==> config.mk <==
export PLATFORM = sky130hd
export DESIGN_NAME = bmp_mulmod
export DESIGN_NICKNAME = d
export VERILOG_FILES = /design/src/hdl/bmp_pkg.sv /design/src/hdl/bmp_mulmod.sv
export SDC_FILE = /design/constraint.sdc
export NUM_CORES = 1
export LEC_CHECK = 0
export BUFFER_PORTS_ARGS = -buffer_cell sky130_fd_sc_hd__buf_4
export CORE_MARGIN = 3
export CORE_UTILIZATION = 40
export CTS_BUF_LIST = sky130_fd_sc_hd__clkbuf_4 sky130_fd_sc_hd__clkbuf_8
export DETAILED_ROUTE_END_ITERATION = 8
export SLEW_MARGIN = 5
export SYNTH_ARGS = -nofsm -noshare
export SYNTH_HDL_FRONTEND = slang
export SYNTH_SLANG_ARGS = --single-unit
==> constraint.sdc <==
create_clock -name clk -period 8.9 [get_ports clk]
set_input_delay 1.78 -clock clk [delete_from_list [all_inputs] [get_ports clk]]
set_output_delay 1.78 -clock clk [all_outputs]
set_load 0.005 [all_outputs]
==> src/hdl/bmp_pkg.sv <==
// Shared types and constants for the binomial / modular power engine.
// No dependencies.
`default_nettype none
package bmp_pkg;

	localparam logic [29:0] MODP       = 30'd1000000007;
	localparam logic [31:0] MODP_X2    = 32'd2000000014;
	localparam logic [63:0] FERMAT_EXP = 64'd1000000005;
	localparam int          MUL_STEPS  = 30;

	localparam logic [1:0] CMD_BUILD = 2'd0;
	localparam logic [1:0] CMD_NCR   = 2'd1;
	localparam logic [1:0] CMD_POW   = 2'd2;

	typedef enum logic [3:0] {
		ST_IDLE,
		ST_BLD_NEXT,
		ST_BLD_FACT,
		ST_POW_CHECK,
		ST_POW_MUL,
		ST_POW_SQR,
		ST_NCR_A,
		ST_NCR_B,
		ST_NCR_C,
		ST_NCR_M1,
		ST_NCR_M2,
		ST_DONE
	} state_t;

	typedef struct packed {
		logic        start;
		logic [29:0] a;
		logic [29:0] b;
	} mm_req_t;

	typedef struct packed {
		logic        busy;
		logic        done;
		logic [29:0] prod;
	} mm_rsp_t;

endpackage
`default_nettype wire

==> src/hdl/bmp_mulmod.sv <==
// Bit-serial modular multiplier: a*b mod MODP, one bit of a per cycle, MSB first.
// Depends on bmp_pkg. Operands must be below MODP.
`default_nettype none
module bmp_mulmod (
	input  wire logic              clk,
	input  wire logic              arst_n,
	input  wire bmp_pkg::mm_req_t  req,
	output bmp_pkg::mm_rsp_t       rsp
);
	import bmp_pkg::*;

	localparam int CW = $clog2(MUL_STEPS);
	localparam logic [CW-1:0] LAST = CW'(MUL_STEPS - 1);

	logic          busy_q;
	logic          done_q;
	logic [CW-1:0] cnt_q;
	logic [29:0]   a_q;
	logic [29:0]   b_q;
	logic [29:0]   acc_q;
	logic [31:0]   sum;
	logic [29:0]   red;

	// acc < p and b < p, so 2*acc + b < 3p: one subtraction of p or 2p suffices
	always_comb begin
		sum = {1'b0, acc_q, 1'b0} + (a_q[29] ? {2'b00, b_q} : 32'd0);
		if (sum >= MODP_X2)
			red = 30'(sum - MODP_X2);
		else if (sum >= {2'b00, MODP})
			red = 30'(sum - {2'b00, MODP});
		else
			red = sum[29:0];
	end

	always_ff @(posedge clk or negedge arst_n) begin
		if (!arst_n) begin
			busy_q <= 1'b0;
			done_q <= 1'b0;
			cnt_q  <= '0;
		end else begin
			done_q <= busy_q && (cnt_q == LAST);
			if (req.start) begin
				busy_q <= 1'b1;
				cnt_q  <= '0;
			end else if (busy_q) begin
				cnt_q <= cnt_q + 1'b1;
				if (cnt_q == LAST)
					busy_q <= 1'b0;
			end
		end
	end

	always_ff @(posedge clk) begin
		if (req.start) begin
			a_q   <= req.a;
			b_q   <= req.b;
			acc_q <= '0;
		end else if (busy_q) begin
			a_q   <= {a_q[28:0], 1'b0};
			acc_q <= red;
		end
	end

	assign rsp.busy = busy_q;
	assign rsp.done = done_q;
	assign rsp.prod = acc_q;

endmodule
`default_nettype wire

# --- Word level (Yosys, flattened, before mapping) ---
# Cells that the tools add are included.
# Widths: inputs -> output; s select.
word_totals:
  regBits: 97
  latch_bits: 0
  ram_bits: 0
  mem_bits_ro: 0
  input_bits: 63
  out_inout_bits: 32
  wordCells: 25
  memories: 0
op_classes:
  add_sub_neg: 4
  mul: 0
  div_mod_pow: 0
  order_cmp: 2
  eq_ne: 1
  shifts: 0
  mux: 10
  bitwise_logic: 0
  n_reduce_logical: 2
op_table:
  columns: ["cell", "count"]
  rows:
  - ["$mux 30", 5]
  - ["$sub 30x30->30 const B", 2]
  - ["$add 31x30->32", 1]
  - ["$ge 32x30->1 const B", 1]
  - ["$ge 32x31->1 const B", 1]
  - ["$mux 5", 2]
  - ["$add 5x1->5 const B", 1]
  - ["$eq 5x5->1 const B", 1]
  - ["$mux 1", 3]
  - ["$reduce_bool 2->1", 1]
  - ["$logic_and 1x1->1", 1]

# --- Longest topological paths before layout ---
logic_depth:
  depth_word: 5
  ltp_mapped: 20
  ltp_nobuf: 17

# --- Worst setup path before layout ---
# OpenSTA, ideal clock, no wires.
synth_timing:
  path_kind: "register to register"
  startpoint: "reg a_q[29]"
  endpoint: "reg acc_q[6]"
  setup_time_ns: 0.091
  t_arrival_ns: 4.320
  required_ns: 8.809
  path_slack_ns: 4.489
  path_stages_with_launch: 18
  path_buffers: 1
  synth_period_minus_slack_ns: 4.411
  cell_sequence: "edfxtp_1 -> clkbuf_1 -> and2_1 -> ha_1 -> inv_1 -> fa_1 -> nand2b_1 -> a21oi_2 -> o21a_1 -> mux2_2 -> nor2_1 -> a21oi_1 -> o21ai_0 -> o311ai_4 -> nand2_4 -> o21ai_2 -> or4_1 -> a311oi_1"
synth_via:
  elab_chain_len: 5
  word_cells_on_any_way: 8
  classes_between: "add/sub (3); order compare (2); mux (3)"
synth_rtl:
  columns: ["element", "line", "source"]
  rows:
  - ["start: declaration", "bmp_mulmod.sv:18", "logic [29:0] a_q;"]
  - ["start signal: assignment", "bmp_mulmod.sv:55", "a_q <= req.a;"]
  - ["start signal: assignment", "bmp_mulmod.sv:59", "a_q <= {a_q[28:0], 1'b0};"]
  - ["$mux 30 (*)", "bmp_mulmod.sv:26", "sum = {1'b0, acc_q, 1'b0} + (a_q[29] ? {2'b00, b_q} : 32'd0);"]
  - ["$add 31x30->32 (*)", "bmp_mulmod.sv:26", null]
  - ["$sub 30x30->30 or $ge 32x30->1 (tied branches)", "bmp_mulmod.sv:30, bmp_mulmod.sv:29", null]
  - ["$mux 30", "bmp_mulmod.sv:29", "else if (sum >= {2'b00, MODP})"]
  - ["$mux 30 (*)", "bmp_mulmod.sv:27", "if (sum >= MODP_X2)"]
  - ["end signal: assignment", "bmp_mulmod.sv:60", "acc_q <= red;"]
  - ["end: declaration", "bmp_mulmod.sv:20", "logic [29:0] acc_q;"]
# Mark *: on every way between the ends. The rest lies on a longest branch, timed or not.
# A chain may end at the register's enable or synchronous reset.

# --- Worst setup path in the final report ---
layout_timing:
  startpoint: "reg a_q[29]"
  endpoint: "reg acc_q[10]"
# The elaborated chain is that of the path after synthesis.

==> metrics.md <==
| Metric | Value |
|---|---|
| Most frequent CP cell | o21ai_0 |
| Total wire length | 21200 um |
| FP Rows | between 40 and 50 |
| Avg Vias per Cell | 5.82 |
| Worst slew margin | 34.5% |
| Fin. Hold Viols | 0 |
| Ys Warns | 0 |
| Vias | 6555 |
| Seq/Total Area, Yosys | 34.8% |
| Critical path endpoint category | register |
| Crit path cell chain | and2_1 > ha_1 > inv_1 > fa_1 > nand2b_1 > a21oi_2 > o21ai_0 > a211oi_1 > nor2_1 > xor2_1 > nand2_1 > o311a_1 > nor2_2 > o21ai_0 > or3_1 > o211ai_1 |
| Die span in x | 142 um |
| Max-slew violations | 0 |
| H-tree depth | 3 |
| Final Cycle Share | 65.5% |
| Ys flop type | edfxtp_1 |
| Syn Inst Count | 827 |
| Worst Path Max Fanout | 31 |
| Worst path required time | 9240 ps |
| Die Ht | roughly 140 um |
| Worst Hold Depth | 2 |
| First-pass GRT wire length | 33700 um |
| Nets@finish | 990 |
| Final HPWL from detailed placement | 15800 um |
| Diode count | 0 |
| Worst-skew pair later-pin latency | 400 ps |
| CTS tree | yes |
| # setup viols final | 0 |
| Vias in the first global route | 6260 |
| Mapped Area | roughly 7400 sq um |
| Hold_buf cts | 0 |
| Area occupied by multi-input gates | 4560 sq um |
| Final WS setup | 3070 ps |
| Slew @ Worst Pin | 982 ps |
| Max-cap violations | 0 |
| Crit path kind | reg2reg |
| Core Region | 18100 sq um |
| CTS root buf | clkbuf_8 |
| DRC errors left | 0 |
| WL/cell | approximately 19 um |
| Clock sink count | 97 |
| Commonest non-fill, non-tap cell in the layout | buf_4 |
| Pre-CTS WS | 3100 ps |
| PortBufs | 94 |
| CP arrival | 6170 ps |
| Final min period | 5830 ps |
| Detailed Routing Iterations Pass 1 | 8 |
| # resized after CTS | 0 |
| Most frequent cells in the layout | 99 x buf_4, 79 x nor2_1, 76 x nand2_1 |
| RSZ-0062 raised after global routing | no |
| Fmax | 172 MHz |
| Synthesized flop and latch total | 97 |
| Hold crit path type | reg2reg |
| Share of cells above drive strength 1 | 19.4% |
| Max VDD drop | 0.0000919 V |
| Largest net degree at the start of global routing | 50 |
| Average size of a mapped cell | 8.96 sq um |
| Pwr dens | 273 nW/um^2 |
| Power, Total | about 2.3 mW |
| Total negative slack | 0 ps |
| Synth cell types | 87 |
| Max Root-Sink Buffers | 2 |
| Crit start category | register |
| Starting Density | just over 40% |
| Grt total ovfl | 0 |
| Reg area | around 2600 sq um |
| Number of CTS-inserted buffers | 9 |
| Asr flop ratio synth | 7.22% |
| Status | complete, no violations |
| Post-CTS setup buffers | 0 |
| Final core utilization | between 40 and 50% |
| Placer Congestion | 0.936 |
| Initial DRC Count | just under 600 |
| DIE AREA | ~20000 sq um |
| Net Count, Synth | around 930 |
| Filler Cell Count | around 1700 |
| Hold WS | 513 ps |
| Synth-to-Final Area Change | 14.0% |
| Clock slew at the register clock pins of the worst setup and hold paths | 120 ps |
| Max stage delay on crit path | slightly above 1000 ps |
| IO Pins | 95 |
| Crit-path slowest cell | edfxtp_1 |
| EDFF count, synth | 60 |
| Pleak | 3.34 nW |
| GRT Overall Usage | 21.0% |
| Post-DRT Antenna Nets | 0 |
| Clock Skew | 18.3 ps |
| Worst R2R Path Depth | 16 |
| Initial antenna violation count | 0 |
metrics by stage:
step                      cells  instance area, sq um
final                      1126                  8450
after global routing       1126                  8450
after detailed placement   1110                  8230
after floorplan             827                  7410
after CTS                  1126                  8450
after global placement     1110                  8230
path summary, 6_finish.rpt:
path,from,endpoint,slack (ps)
max,a_q[29]$_DFFE_PP_,acc_q[10]$_SDFFE_PP0P_,3070
min,acc_q[13]$_SDFFE_PP0P_,acc_q[13]$_SDFFE_PP0P_,510
max reg2reg,a_q[29]$_DFFE_PP_,acc_q[10]$_SDFFE_PP0P_,3070
min reg2reg,acc_q[13]$_SDFFE_PP0P_,acc_q[13]$_SDFFE_PP0P_,510
max in group asynchronous,arst_n,cnt_q[1]$_DFFE_PN0P_,7600
min in group asynchronous,arst_n,cnt_q[3]$_DFFE_PN0P_,1170
kinds of logic (layout without fill, tap and decap cells):
logic type	Yosys count	count (layout)	share of synthesized area, %
AOI/OAI and AO/OA	255	255	25.0
adders and majority gates	35	35	6.01
DFF	97	97	34.8
muxes	37	37	5.50
and+or+nand+nor	311	311	21.3
buffers and inverters	62	132	3.71
xor gates and xnor gates	30	30	3.65
state kept, by name (all words and copies together) (netlist names):
name    cells
b_q        30
a_q        30
busy_q      1
acc_q      30
done_q      1
cnt_q       5
cell type report:
| type | instances | area share, % |
|---|---|---|
| inverter | 17 | 0.756 |
| clock buffer | 9 | 1.47 |
| multi-input combinational | 668 | 54.0 |
| timing repair buffer | 99 | 8.80 |
| tap | 229 | 3.39 |
| sequential | 97 | 30.5 |
| clock inverter | 7 | 1.10 |
cells in the mapped netlist, drive strengths merged, types with 9 or more instances:
| master | count | area (sq um) |
|---|---|---|
| xor2 | 12 | 105 |
| nor3 | 24 | 125 |
| clkbuf | 24 | 92.6 |
| a21oi | 56 | 310 |
| nand4 | 20 | 125 |
| edfxtp | 60 | 1800 |
| inv | 17 | 63.8 |
| o211ai | 16 | 134 |
| o21ai | 55 | 279 |
| nand2 | 77 | 297 |
| a211oi | 25 | 208 |
| dfxtp | 30 | 601 |
| buf | 21 | 119 |
| mux2 | 30 | 338 |
| and2 | 40 | 250 |
| nand3 | 10 | 55.1 |
| or3 | 10 | 62.6 |
| xnor2 | 18 | 165 |
| ha | 34 | 425 |
| a21o | 22 | 165 |
| nor2 | 80 | 303 |
| nor4 | 9 | 62.6 |
report_power, final:
group / switching [mW] / internal (mW) / leakage (nW) / total, mW
clock: 0.194 / 0.140 / 0.112 / 0.333
sequential: 0.0768 / 0.563 / 0.951 / 0.639
combinational: 0.820 / 0.516 / 2.28 / 1.34
total: 1.09 / 1.22 / 3.34 / 2.31
layer usage:
layer	GRT usage [%]	vias up	wire, um
li1	-	3262	-
met1	30.2	3046	10300
met2	31.2	225	8860
met3	6.08	22	1750
met4	5.00	0	299
met5	0	-	0
worst max-delay path: cells and delay by family, from the launching register on:
family	cells	cell delay, ps
xor gates and xnor gates	1	510
and+or+nand+nor	6	1720
DFF	1	1010
AOI/OAI and AO/OA	6	1770
adders and majority gates	2	650
buffers and inverters	1	60
Power figures use the tool's default switching activity.
